<file path="src/rtl/core/id_allocator_free_queue_defines.svh">
// Assertion helpers for the identifier allocator.
// Each macro samples on clk and is disabled while arst_n is low.
`ifndef ID_ALLOCATOR_FREE_QUEUE_DEFINES_SVH
`define ID_ALLOCATOR_FREE_QUEUE_DEFINES_SVH
`ifndef SYNTH
`define IDA_ASSERT(lbl, prop, msg) \
	lbl: assert property (@(posedge clk) disable iff (!arst_n) (prop)) else $error(msg);
`define IDA_ASSERT_NEXT(lbl, pre, post, msg) \
	lbl: assert property (@(posedge clk) disable iff (!arst_n) (pre) |=> (post)) else $error(msg);
`else
`define IDA_ASSERT(lbl, prop, msg)
`define IDA_ASSERT_NEXT(lbl, pre, post, msg)
`endif
`endif

</file>
<file path="src/rtl/core/idalloc_pkg.sv">
`default_nettype none

package idalloc_pkg;

	typedef enum logic [1:0] {
		CMD_GET     = 2'd0,
		CMD_GET_LOW = 2'd1,
		CMD_RETURN  = 2'd2
	} cmd_t;

	typedef enum logic [1:0] {
		ST_OK    = 2'd0,
		ST_EMPTY = 2'd1,
		ST_FULL  = 2'd2
	} status_t;

	// Register word index, taken from paddr[2].
	localparam logic REG_BASE_ID = 1'b0;

	localparam int CFG_DATA_W = 32;
	localparam int BASE_FIELD_W = 16;

endpackage

`default_nettype wire

</file>
<file path="src/rtl/core/id_allocator_free_queue.sv">
// Throughput: one request per cycle while rsp_ready is high or no response is pending;
// the only loop is the counter and free queue update. Responses are registered.
// The free queue head is prefetched from its memory into a register every cycle.
// Reset (arst_n low, asynchronous): counter and base at zero, not exhausted, queue empty,
// no response pending. Queue memory contents are undefined until written.
`default_nettype none
`include "id_allocator_free_queue_defines.svh"

module id_allocator_free_queue
	import idalloc_pkg::*;
#(
	parameter int ID_WIDTH = 16,
	parameter int FREE_DEPTH = 64
) (
	input  wire logic                  clk,
	input  wire logic                  arst_n,
	input  wire logic                  psel,
	input  wire logic                  penable,
	input  wire logic                  pwrite,
	input  wire logic [2:0]            paddr,
	input  wire logic [CFG_DATA_W-1:0] pwdata,
	output logic      [CFG_DATA_W-1:0] prdata,
	output logic                       pready,
	input  wire logic                  req_valid,
	output logic                       req_ready,
	input  wire logic [1:0]            command,
	input  wire logic [ID_WIDTH-1:0]   id_value,
	output logic                       rsp_valid,
	input  wire logic                  rsp_ready,
	output logic      [ID_WIDTH-1:0]   id_out,
	output logic      [1:0]            status,
	output logic      [ID_WIDTH:0]     reserved_count
);

	localparam int PTR_W = $clog2(FREE_DEPTH);
	localparam int CNT_W = $clog2(FREE_DEPTH + 1);
	localparam int DIFF_W = ((ID_WIDTH > CNT_W) ? ID_WIDTH : CNT_W) + 3;
	localparam int CFG_W = (ID_WIDTH < BASE_FIELD_W) ? ID_WIDTH : BASE_FIELD_W;
	localparam logic [ID_WIDTH-1:0] ID_TOP = {ID_WIDTH{1'b1}};
	localparam logic [CNT_W-1:0] COUNT_FULL = CNT_W'(FREE_DEPTH);
	localparam logic [PTR_W-1:0] PTR_LAST = PTR_W'(FREE_DEPTH - 1);
	localparam logic signed [DIFF_W-1:0] RSV_MAX = DIFF_W'(1) << ID_WIDTH;

	logic [ID_WIDTH-1:0] base_q;
	logic [ID_WIDTH-1:0] next_q;
	logic                exh_q;
	logic [PTR_W-1:0]    head_q;
	logic [PTR_W-1:0]    tail_q;
	logic [CNT_W-1:0]    count_q;
	logic [ID_WIDTH-1:0] head_data_q;
	logic [ID_WIDTH-1:0] mem [FREE_DEPTH];

	logic [ID_WIDTH-1:0] id_out_q;
	logic [1:0]          status_q;
	logic [ID_WIDTH:0]   rsv_q;
	logic                rsp_valid_q;

	logic                req_fire;
	logic                cfg_write;
	logic                pop;
	logic                push;
	logic [ID_WIDTH-1:0] next_n;
	logic                exh_n;
	logic [PTR_W-1:0]    head_n;
	logic [PTR_W-1:0]    tail_n;
	logic [CNT_W-1:0]    count_n;
	logic [ID_WIDTH-1:0] id_n;
	status_t             status_n;
	logic signed [DIFF_W-1:0] rsv_diff;
	logic [ID_WIDTH:0]   rsv_n;

	assign pready = 1'b1;
	assign cfg_write = psel && penable && pwrite && (paddr[2] == REG_BASE_ID);
	assign prdata = (paddr[2] == REG_BASE_ID) ? CFG_DATA_W'(base_q) : '0;

	assign req_ready = !rsp_valid_q || rsp_ready;
	assign req_fire = req_valid && req_ready;

	assign rsp_valid = rsp_valid_q;
	assign id_out = id_out_q;
	assign status = status_q;
	assign reserved_count = rsv_q;

	always_comb begin
		logic take_counter;
		pop = 1'b0;
		push = 1'b0;
		take_counter = 1'b0;
		next_n = next_q;
		exh_n = exh_q;
		id_n = '0;
		status_n = ST_OK;
		case (command) inside
			CMD_GET, CMD_GET_LOW: begin
				// A low get drains the queue first; a plain get does so only when exhausted.
				if (count_q != '0 && (exh_q || command == CMD_GET_LOW)) begin
					pop = 1'b1;
					id_n = head_data_q;
				end else if (exh_q) begin
					status_n = ST_EMPTY;
				end else begin
					take_counter = 1'b1;
				end
			end
			CMD_RETURN: begin
				if (exh_q && id_value == next_q) begin
					exh_n = 1'b0;
				end else if (!exh_q && id_value == next_q - 1'b1) begin
					next_n = next_q - 1'b1;
				end else if (count_q == COUNT_FULL) begin
					status_n = ST_FULL;
				end else begin
					push = 1'b1;
				end
			end
			default: begin
			end
		endcase
		if (take_counter) begin
			id_n = next_q;
			if (next_q == ID_TOP) begin
				exh_n = 1'b1;
			end else begin
				next_n = next_q + 1'b1;
			end
		end
	end

	always_comb begin
		head_n = head_q;
		tail_n = tail_q;
		count_n = count_q;
		if (req_fire && pop) begin
			head_n = (head_q == PTR_LAST) ? '0 : head_q + 1'b1;
			count_n = count_q - 1'b1;
		end
		if (req_fire && push) begin
			tail_n = (tail_q == PTR_LAST) ? '0 : tail_q + 1'b1;
			count_n = count_q + 1'b1;
		end
	end

	// Reserved count after the step, saturated to 0 .. 2^ID_WIDTH.
	always_comb begin
		rsv_diff = $signed(DIFF_W'(next_n)) - $signed(DIFF_W'(base_q))
			- $signed(DIFF_W'(count_n)) + $signed(DIFF_W'(exh_n));
		if (rsv_diff[DIFF_W-1]) begin
			rsv_n = '0;
		end else if (rsv_diff > RSV_MAX) begin
			rsv_n = RSV_MAX[ID_WIDTH:0];
		end else begin
			rsv_n = rsv_diff[ID_WIDTH:0];
		end
	end

	always_ff @(posedge clk or negedge arst_n) begin
		if (!arst_n) begin
			base_q <= '0;
			next_q <= '0;
			exh_q <= 1'b0;
			head_q <= '0;
			tail_q <= '0;
			count_q <= '0;
			rsp_valid_q <= 1'b0;
		end else begin
			if (cfg_write) begin
				base_q <= ID_WIDTH'(pwdata[CFG_W-1:0]);
				next_q <= ID_WIDTH'(pwdata[CFG_W-1:0]);
				exh_q <= 1'b0;
			end else if (req_fire) begin
				next_q <= next_n;
				exh_q <= exh_n;
			end
			head_q <= head_n;
			tail_q <= tail_n;
			count_q <= count_n;
			if (req_fire) begin
				rsp_valid_q <= 1'b1;
			end else if (rsp_ready) begin
				rsp_valid_q <= 1'b0;
			end
		end
	end

	always_ff @(posedge clk) begin
		if (req_fire) begin
			id_out_q <= id_n;
			status_q <= status_n;
			rsv_q <= rsv_n;
		end
	end

	// The head entry is read ahead so a pop never waits on the memory.
	// A push into an empty queue lands on the head slot and is forwarded.
	always_ff @(posedge clk) begin
		if (req_fire && push) begin
			mem[tail_q] <= id_value;
		end
		if (req_fire && push && tail_q == head_n) begin
			head_data_q <= id_value;
		end else begin
			head_data_q <= mem[head_n];
		end
	end

	`IDA_ASSERT(a_count_bound, count_q <= COUNT_FULL, "free queue count above depth")
	`IDA_ASSERT(a_empty_ptrs, (count_q != '0) || (head_q == tail_q), "empty queue with split pointers")
	`IDA_ASSERT(a_exh_top, !exh_q || (next_q == ID_TOP), "exhausted mode below top value")
	`IDA_ASSERT_NEXT(a_pop_count, req_fire && pop, count_q == $past(count_q) - 1'b1, "pop did not lower count")
	`IDA_ASSERT_NEXT(a_full_drop, req_fire && status_n == ST_FULL, count_q == COUNT_FULL, "drop without full queue")

endmodule

`default_nettype wire
</file>
<file path="config.mk">
export PLATFORM = sky130hd
export DESIGN_NAME = id_allocator_free_queue
export DESIGN_NICKNAME = d
export VERILOG_FILES = /design/src/rtl/core/idalloc_pkg.sv /design/src/rtl/core/id_allocator_free_queue.sv
export VERILOG_INCLUDE_DIRS = /design/src /design/src/rtl/core
export SDC_FILE = /design/constraint.sdc
export NUM_CORES = 1
export LEC_CHECK = 0
export BUFFER_PORTS_ARGS = -buffer_cell sky130_fd_sc_hd__buf_2
export CORE_UTILIZATION = 30
export DETAILED_ROUTE_END_ITERATION = 8
export PLACE_DENSITY = 0.51
export SLEW_MARGIN = 5
export SYNTH_ARGS = -nofsm -noshare
export SYNTH_HDL_FRONTEND = slang
export SYNTH_SLANG_ARGS = --single-unit
</file>
<file path="constraint.sdc">
create_clock -name clk -period 7 [get_ports clk]
set_input_delay 0 -clock clk [delete_from_list [all_inputs] [get_ports clk]]
set_output_delay 0 -clock clk [all_outputs]
set_load 0.02 [all_outputs]
</file>
### Yosys cells after proc, flatten, opt, wreduce, memory -nomap -nowiden

Memory sizes are Yosys's and may differ from the RTL's. A register that Yosys moved wholly into a read port is not among the register bits.
Cells that the tools add are included.

* flip-flop bits (word level): 88
* RAM bits: 1024
* input bits: 60
* output and inout bits: 70
* memories: 1

* $add $sub $neg: 9
* order comparisons: 1
* eq/ne operators: 8
* multiplexer cells: 46
* bitwise gates (word level): 1
* reduce and logical (&&, ||, !) cells: 19

Memories
* mem: words 64, width 16, rd ports 1, clocked after Yosys merged registers in 1, wr ports 1, line id_allocator_free_queue.sv:51 `logic [ID_WIDTH-1:0] mem [FREE_DEPTH];`

Operators by type and width (count)
* 16-bit two-way mux: 12
* 16-bit equality test: 2
* 1-bit two-way mux: 22
* 18-bit by 2-bit adder with 19-bit output: 1
* 19-bit by 18-bit > comparator with 1-bit output (second input constant): 1
* 6-bit two-way mux: 3
* 17-bit by 8-bit subtractor with 18-bit output: 1
* 17-bit two-way mux: 1
* 16-bit by 16-bit subtractor with 17-bit output: 1
* 16-bit by 1-bit adder with 16-bit output (second input constant): 1
* 16-bit equality test (second input constant): 1
* 16-bit by 1-bit subtractor with 16-bit output (second input constant): 1
* 7-bit two-way mux: 2
* 6-bit by 1-bit adder with 6-bit output (second input constant): 2
* 6-bit equality test (second input constant): 2
* 2-bit two-way mux: 6
* 1-bit logical AND: 9
* 7-bit by 1-bit adder with 7-bit output (second input constant): 1
* 7-bit equality test (second input constant): 1
* 7-bit nonzero test: 1
* 7-bit by 1-bit subtractor with 7-bit output (second input constant): 1
* 2-bit nonzero test: 2
* 2-bit OR reduction: 2
* 2-bit by 1-bit equality test with 1-bit output (second input constant): 1
* other kinds (5): 7

### Logic depth before layout (Yosys ltp)

Gate-level depths: netlist of run 1.

* depth in word-level cells: 14
* depth in mapped cells: 33
* depth with buffers taken out: 30

### Least setup slack after synthesis of run 1

OpenSTA, ideal clock, no wires.

* kind: flip-flop to flip-flop
* start point: register next_q[0]
* end point: register rsv_q[10], in the netlist reserved_count[10] (data pin)
* setup time: 0.263 ns
* data arrival time: 6.469 ns
* data required time: 6.737 ns
* setup slack: 0.267 ns
* cell stages (with the launch flop): 31
* path buffers: 2
* cell sequence: dfrtp_1 -> inv_1 -> ha_1 -> xnor2_1 -> nor3_1 -> o211ai_1 -> nor4_1 -> o2111ai_1 -> nor3_2 -> buf_2 -> o21ai_0 -> o21ai_0 -> ha_1 -> nor2b_1 -> o31a_1 -> nor3_1 -> o21ai_0 -> a21boi_0 -> xnor2_1 -> inv_1 -> ha_1 -> and2_1 -> a221o_1 -> a31oi_1 -> a311oi_1 -> a31oi_1 -> maj3_1 -> o211a_1 -> o21ai_2 -> buf_2 -> o22ai_1

* cells in the longest elaborated chain, start to end: 14
* elaborated cells on any way between the ends: 29
* classes of those cells: 5 x add/sub; 1 x order compare; 3 x eq/ne; 16 x mux; 4 x reduce/logical

RTL lines
* from (decl): line id_allocator_free_queue.sv:45 `logic [ID_WIDTH-1:0] next_q;`
* from (signal assigned): line id_allocator_free_queue.sv:168 `next_q <= ID_WIDTH'(pwdata[CFG_W-1:0]);`
* from (signal assigned): line id_allocator_free_queue.sv:171 `next_q <= next_n;`
* 16-bit by 1-bit subtractor with 16-bit output: line id_allocator_free_queue.sv:108, id_allocator_free_queue.sv:109
* 16-bit equality test: line id_allocator_free_queue.sv:108 `end else if (!exh_q && id_value == next_q - 1'b1) begin`
* 1-bit logical AND: line id_allocator_free_queue.sv:108
* 16-bit two-way mux: line id_allocator_free_queue.sv:108
* 16-bit two-way mux: line id_allocator_free_queue.sv:106 `if (exh_q && id_value == next_q) begin`
* 16-bit two-way mux (2 in a row): line id_allocator_free_queue.sv:93 `case (command) inside`
* 16-bit two-way mux: line id_allocator_free_queue.sv:121 `if (next_q == ID_TOP) begin`
* 16-bit two-way mux: line id_allocator_free_queue.sv:119 `if (take_counter) begin`
* 16-bit by 16-bit subtractor with 17-bit output: line id_allocator_free_queue.sv:145 `rsv_diff = $signed(DIFF_W'(next_n)) - $signed(DIFF_W'(base_q))`
* 17-bit by 8-bit subtractor with 18-bit output: line id_allocator_free_queue.sv:146 `- $signed(DIFF_W'(count_n)) + $signed(DIFF_W'(exh_n));`
* 18-bit by 2-bit adder with 19-bit output *: line id_allocator_free_queue.sv:146
* 19-bit by 18-bit > comparator with 1-bit output: line id_allocator_free_queue.sv:149 `end else if (rsv_diff > RSV_MAX) begin`
* 2-bit OR reduction (no source line)
* to (signal assigned): line id_allocator_free_queue.sv:189 `rsv_q <= rsv_n;`
* to (decl): line id_allocator_free_queue.sv:55 `logic [ID_WIDTH:0] rsv_q;`

Every way passes the cells marked *; elsewhere a longest branch is shown, timed or not.
A chain may end at the register's enable or synchronous reset.

### Worst setup path after layout of run 1

* start point: register next_q[1]
* end point: register rsv_q[0], in the netlist reserved_count[0] (data pin)

Same word-level chain as after synthesis.

==> impl_results.md, run 1 <==
* Outcome: completed
* IO Port Bufs at 94
* Total track usage at 15.9%
* Post-DP HPWL at 76400 µm
* Layout cell share with drive strength beyond 1 at 31.1%
* Die Wd at 394 µm
* CTS tree: done
* Synth warn at 0
* Cell repeated most along the worst path: ha_1
* Data required, critical path at 7450 ps
* CP Launch Type: flop
* Tcrit/Tclk final at 96.3%
* Minimum clock period at 6740 ps
* Drt pass-1 iters at 6
* RD Place Congestion at 0.872
* Clk sinks at 1118
* Die H at 394 µm
* Initial Util at 30.3%
* Cells after synthesis at 2335
* Clock skew at 43.1 ps
* Slew Viols, Final at 0
* Max IR drop VDD at 0.336 mV
* 1st-iter DRT viols at 2092
* Worst-path clk slew at 60 ps
* # rows at 143
* Finished Layout Cells at 4751
* Ys flop type: edfxtp_1
* Max-slew headroom at 26.6%
* Final nets at 2724
* Layout area overhead at 17.6%
* Slowest-stage cell, CP: a2111oi_0
* Die Area at 156000 µm²
* Achievable Freq at 148 MHz
* FILL cells at 14098
* Syn avg cell area at 19.8 µm²
* Count leader, synth: edfxtp_1
* Crit end category: flop
* Min-Delay Path Class: input port to flop
* Drt drc at 0
* Synth area leader: edfxtp_1
* Yosys top cell area share at 68.8%
* Utilization after layout at 35.6%
* Pwr dens at 393 nW/µm²
* Initial antenna violation count at 10
* Async SR Flop Fraction at 4.74%
* Detailed Route WL at 125000 µm
* Kind of critical path: flop to flop
* H-Tree Depth at 3
* CTS Buf Count at 115
* Remaining global-route overflow at 0
* Flops & latches, synth at 1118
* Crit path max fanout at 6
* Core Region at 152000 µm²
* Power Total at 0.0214 W
* Final setup viols at 0
* Vias/cell at 5.05
* Io pins at 130
* Clk_lat worst skew at 740 ps
* Synth top area cells: edfxtp_1 (69%), mux4_2 (16%), dfrtp_1 (2.9%)
* Antenna-violating nets left at 0
* Root buf cell: clkbuf_16
* Commonest cells in the netlist: edfxtp_1 (1059), mux4_2 (336), nor2_1 (113)
* Maxcap violations at 0
* CP arrival at 7190 ps
* Final Hold Viols at 0
* Static Leakage at 17.4 nW
* DR WL/cell at 26.4 µm
* Largest net degree at the start of global routing at 106
* Post-synth EDFFs at 1059
* Hold slack at 9.03 ps
* Vias at 23972
* Setup TNS at 0 ps
* Least-Margin Pin Slew at 1100 ps
* Netlist cell types at 87
* First-pass GRT wire length at 178000 µm
* Max Root-Sink Buffers at 3
* Crit-path max cell delay at 490 ps
* Number of cells after detailed placement at 4485
* Post-synthesis sequential area ratio at 71.9%
* Vias in the first global route at 24599
* Post-Syn Area at 46200 µm²
## area by class of cell
| cell class | count | area, µm² | area share, % |
|---|---|---|---|
| Clock inverter | 76 | 816 | 1.50 |
| Sequential cell | 1118 | 33300 | 61.2 |
| Inverter | 52 | 195 | 0.359 |
| Timing Repair Buffer | 288 | 2090 | 3.84 |
| Tap cell | 2030 | 2540 | 4.68 |
| Clock buffer | 141 | 3020 | 5.55 |
| Multi-Input combinational cell | 1042 | 12400 | 22.8 |
| Antenna cell | 4 | 10.0 | 0.0184 |
## metal layers
layer | global-route usage [%] | vias up | routed length [µm]
li1 | - | 10182 | -
met1 | 21.5 | 12851 | 54100
met2 | 26.8 | 774 | 62000
met3 | 2.81 | 163 | 7040
met4 | 3.35 | 2 | 2290
met5 | 0 | - | 9
## metrics by stage
stage | area [µm²] | setup slack [ps]
2_1_floorplan | 46300 | 267
3_3_place_gp | 50000 | 106
3_5_place_dp | 50000 | 5.28
4_1_cts | 54200 | 50.3
5_1_grt | 54300 | -28.8
6_report | 54300 | 257
## cell families (layout without fill, tap and decap cells)
logic type | after synthesis | count (layout) | share of synthesized area (%)
adder cells (fa/ha/maj) | 48 | 48 | 1.33
flip-flops | 1118 | 1118 | 71.9
XOR/XNOR | 93 | 93 | 1.78
AO/OA/AOI/OAI | 199 | 199 | 2.95
other | 2 | 21 | 0.0163
buffers and inverters | 190 | 557 | 1.80
multiplexers | 340 | 340 | 16.5
AND/OR/NAND/NOR | 345 | 345 | 3.71
## placed cells by master, fill, tap and decap left out, drive strengths merged, types with 7 or more instances in the layout
master,count
xnor2,62
nor2,115
bufinv,14
and3,8
a32o,17
conb,17
o22ai,7
a21oi,30
nand2,72
clkinv,54
nor4,11
ha,45
xor2,31
nand3,26
dlygate4sd3,39
nand4,12
inv,55
or3,9
buf,249
a21o,11
o21ai,65
dfrtp,53
nor3,48
clkbuf,141
mux4,336
a31oi,12
edfxtp,1059
## sequential cells by signal, summed over array words and instances (netlist names), named ones only
register        cells
tail_q              6
base_q             16
id_out             16
status              2
head_q              6
exh_q               1
next_q             16
count_q             7
mem              1024
reserved_count     17
rsp_valid           1
## worst max-delay path: cells and delay by family, from the launching register on
family | cells | cell delay (ps)
compound gates | 9 | 2150
xor+xnor | 3 | 430
fa+ha+maj | 5 | 1490
buf+inv | 3 | 310
flops | 1 | 400
simple gates | 9 | 1680
## power breakdown
group	internal [W]	leakage, nW	total [W]	switching [W]
Combinational	0.00331	5.26	0.00721	0.00390
Clock	0.00359	1.87	0.00624	0.00265
Sequential	0.00758	10.2	0.00792	0.000340
## worst paths after layout
path	startpoint	to	slack, ps	depth (start not counted)
worst max-delay path	next_q[1]	reserved_count[0]	260	29
worst min-delay path	id_value[3]	mem[17][3]	9	2
worst max register to register	next_q[1]	reserved_count[0]	260	29
worst min register to register	count_q[6]	count_q[6]	520	1
max in group asynchronous	arst_n	head_q[5]	5850	4
min in group asynchronous	arst_n	rsp_valid	560	4
## timing repair
item / in CTS / in global routing
pin swaps: 0 / 4
setup buffers: 0 / 6
hold buffers: 39 / 0
cloned: 0 / 0
gates resized for setup: 1 / 19
setup endpoints to repair: 1 / 17
endpoints found under the hold margin: 294 / 0
No activity file was read; power rests on OpenSTA's default activity.
==> inputs of run 2 (changes only) <==
- BUFFER_PORTS_ARGS: -buffer_cell sky130_fd_sc_hd__buf_2 -> not set
- DONT_BUFFER_PORTS: not set -> 1
- PLACE_DENSITY: 0.51 -> 0.5
==> impl_results.md, run 2 (same netlist as run 1, synthesis figures left out) <==
* Max-slew headroom at 32.3% (was 26.6%)
* Final nets at 2651 (was 2724)
* Most frequent cells in the layout: edfxtp_1 (1059), mux4_2 (336), buf_4 (127) (was edfxtp_1 (1059), mux4_2 (336), buf_4 (150))
* Layout cell share with drive strength beyond 1 at 28.8% (was 31.1%)
* Cell repeated most along the worst path: ha_1 (unchanged)
* IO Port Bufs at 0 (was 94)
* Drt pass-1 iters at 5 (was 6)
* Largest Register: mem (unchanged)
* CP Launch Type: flop (unchanged)
* First-pass GRT wire length at 180000 µm (was 178000 µm)
* Die Area at 156000 µm² (unchanged)
* CTS tree: done (unchanged)
* Hold Startpoint: pwdata[13] (was id_value[3])
* Clk sinks at 1118 (unchanged)
* Drt drc at 0 (unchanged)
* Layout area overhead at 18.0% (was 17.6%)
* DR WL/cell at 27.1 µm (was 26.4 µm)
* Clk_lat worst skew at 760 ps (was 740 ps)
* Final setup viols at 0 (unchanged)
* Vias/cell at 5.03 (was 5.05)
* Final worst-path setup slack at 284 ps (was 257 ps)
* R2R Path Start: next_q[0] (was next_q[1])
* Crit end category: flop (unchanged)
* Crit-path max cell delay at 500 ps (was 490 ps)
* Final Hold Viols at 0 (unchanged)
* Power Total at 0.0214 W (about the same)
* Die H at 394 µm (unchanged)
* Utilization after layout at 35.8% (was 35.6%)
* Remaining global-route overflow at 0 (unchanged)
* Largest delay share family, worst path: compound AO/OA/AOI/OAI gates (unchanged)
* Tcrit/Tclk final at 95.9% (was 96.3%)
* Initial Util at 30.3% (unchanged)
* Min-Delay Path Class: input port to flop (unchanged)
* Crit path max fanout at 6 (unchanged)
* H-Tree Depth at 3 (unchanged)
* Minimum clock period at 6720 ps (was 6740 ps)
* Die Wd at 394 µm (unchanged)
* Largest register FFs at 1024 (unchanged)
* Slowest-stage cell, CP: a2111oi_0 (unchanged)
* DP Worst Slack at -78.9 ps (was 5.28 ps)
* Vias in the first global route at 24651 (was 24599)
* 1st-iter DRT viols at 2501 (was 2092)
* Maxcap violations at 0 (unchanged)
* Io pins at 130 (unchanged)
* Vias at 23496 (was 23972)
* Most common cell after layout, fill and taps aside: edfxtp_1 (unchanged)
* Total track usage at 16.2% (was 15.9%)
* Post-DP HPWL at 72900 µm (was 76400 µm)
* Antenna-violating nets left at 0 (unchanged)
* Root buf cell: clkbuf_16 (unchanged)
* Outcome: completed (unchanged)
* CP startpoint: next_q[0] (was next_q[1])
* # rows at 143 (unchanged)
* Clock skew at 58.8 ps (was 43.1 ps)
* RD Place Congestion at 0.847 (was 0.872)
* Max IR drop VDD at 0.244 mV (was 0.336 mV)
* Largest net degree at the start of global routing at 111 (was 106)
* Finished Layout Cells at 4674 (was 4751)
* Pwr dens at 393 nW/µm² (about the same)
* Detailed Route WL at 126000 µm (was 125000 µm)
* Least-Margin Pin Slew at 1010 ps (was 1100 ps)
* Max Root-Sink Buffers at 3 (unchanged)
* Initial antenna violation count at 21 (was 10)
* Number of cells after detailed placement at 4372 (was 4485)
* Core Region at 152000 µm² (unchanged)
* Kind of critical path: flop to flop (unchanged)
* CP arrival at 7290 ps (was 7190 ps)
* Data required, critical path at 7570 ps (was 7450 ps)
* Setup TNS at 0 ps (unchanged)
* Worst-path clk slew at 60 ps (about the same)
* Static Leakage at 17.2 nW (was 17.4 nW)
* Highest routed layer: met5 (unchanged)
* M1 WL at 53700 µm (was 54100 µm)
* FILL cells at 14120 (was 14098)
* Slew Viols, Final at 0 (unchanged)
* Achievable Freq at 149 MHz (was 148 MHz)
* Met3 routed WL at 8520 µm (was 7040 µm)
* Worst path bufs/invs at 2 (was 3)
* Met2 wire length at 61600 µm (was 62000 µm)
* CTS Buf Count at 117 (was 115)
run 2: final cells by class:
cell class	instances	area (µm²)	area share, %
antenna	5	12.5	0.0229
clock buffer	140	3050	5.58
clock inverter	74	806	1.48
inverter	52	195	0.358
multi-input combinational	1042	12500	22.9
sequential	1118	33300	61.0
tap	2030	2540	4.66
timing repair buffer	213	2180	4.00
run 2: path summary, 6_finish.rpt:
kind / cells after the start / slack [ps] / to
min: 3 / 70 / next_q[13]
max: 28 / 280 / reserved_count[16]
min in group asynchronous: 4 / 550 / tail_q[2]
max reg2reg: 28 / 280 / reserved_count[16]
max in group asynchronous: 4 / 6130 / base_q[2]
min reg2reg: 1 / 530 / count_q[6]
run 2: worst min-delay path, cell delays in order:
cell	delay (ps)
dlygate4sd3_1	530
nand2_1	110
o21ai_0	90
run 2: routing by layer:
metal | track usage [%] | up-vias
met3 | 3.77 | 178
met4 | 3.49 | 18
met5 | 0 | -
met1 | 21.7 | 12541
li1 | - | 10017
met2 | 26.7 | 742
run 2: repair_timing:
| item | in CTS | in global routing |
|---|---|---|
| endpoints found under the hold margin | 1161 | 0 |
| gates resized for setup | 5 | 26 |
| pin swaps | 0 | 12 |
| gates cloned | 0 | 0 |
| setup buffers | 0 | 3 |
| setup endpoints to repair | 16 | 17 |
| hold buffers | 80 | 0 |
run 2: metrics by stage:
step / cell area, µm² / hold WS (ps)
2_1_floorplan: 46300 / -296
3_3_place_gp: 49400 / -293
3_5_place_dp: 49400 / -292
4_1_cts: 54400 / 14.8
5_1_grt: 54500 / 38.7
6_report: 54500 / 65.1
run 2: report_power, final:
part / switching [W] / internal [W]
sequential: 0.000454 / 0.00759
combinational: 0.00386 / 0.00332
clock: 0.00269 / 0.00353
total: 0.00700 / 0.0144
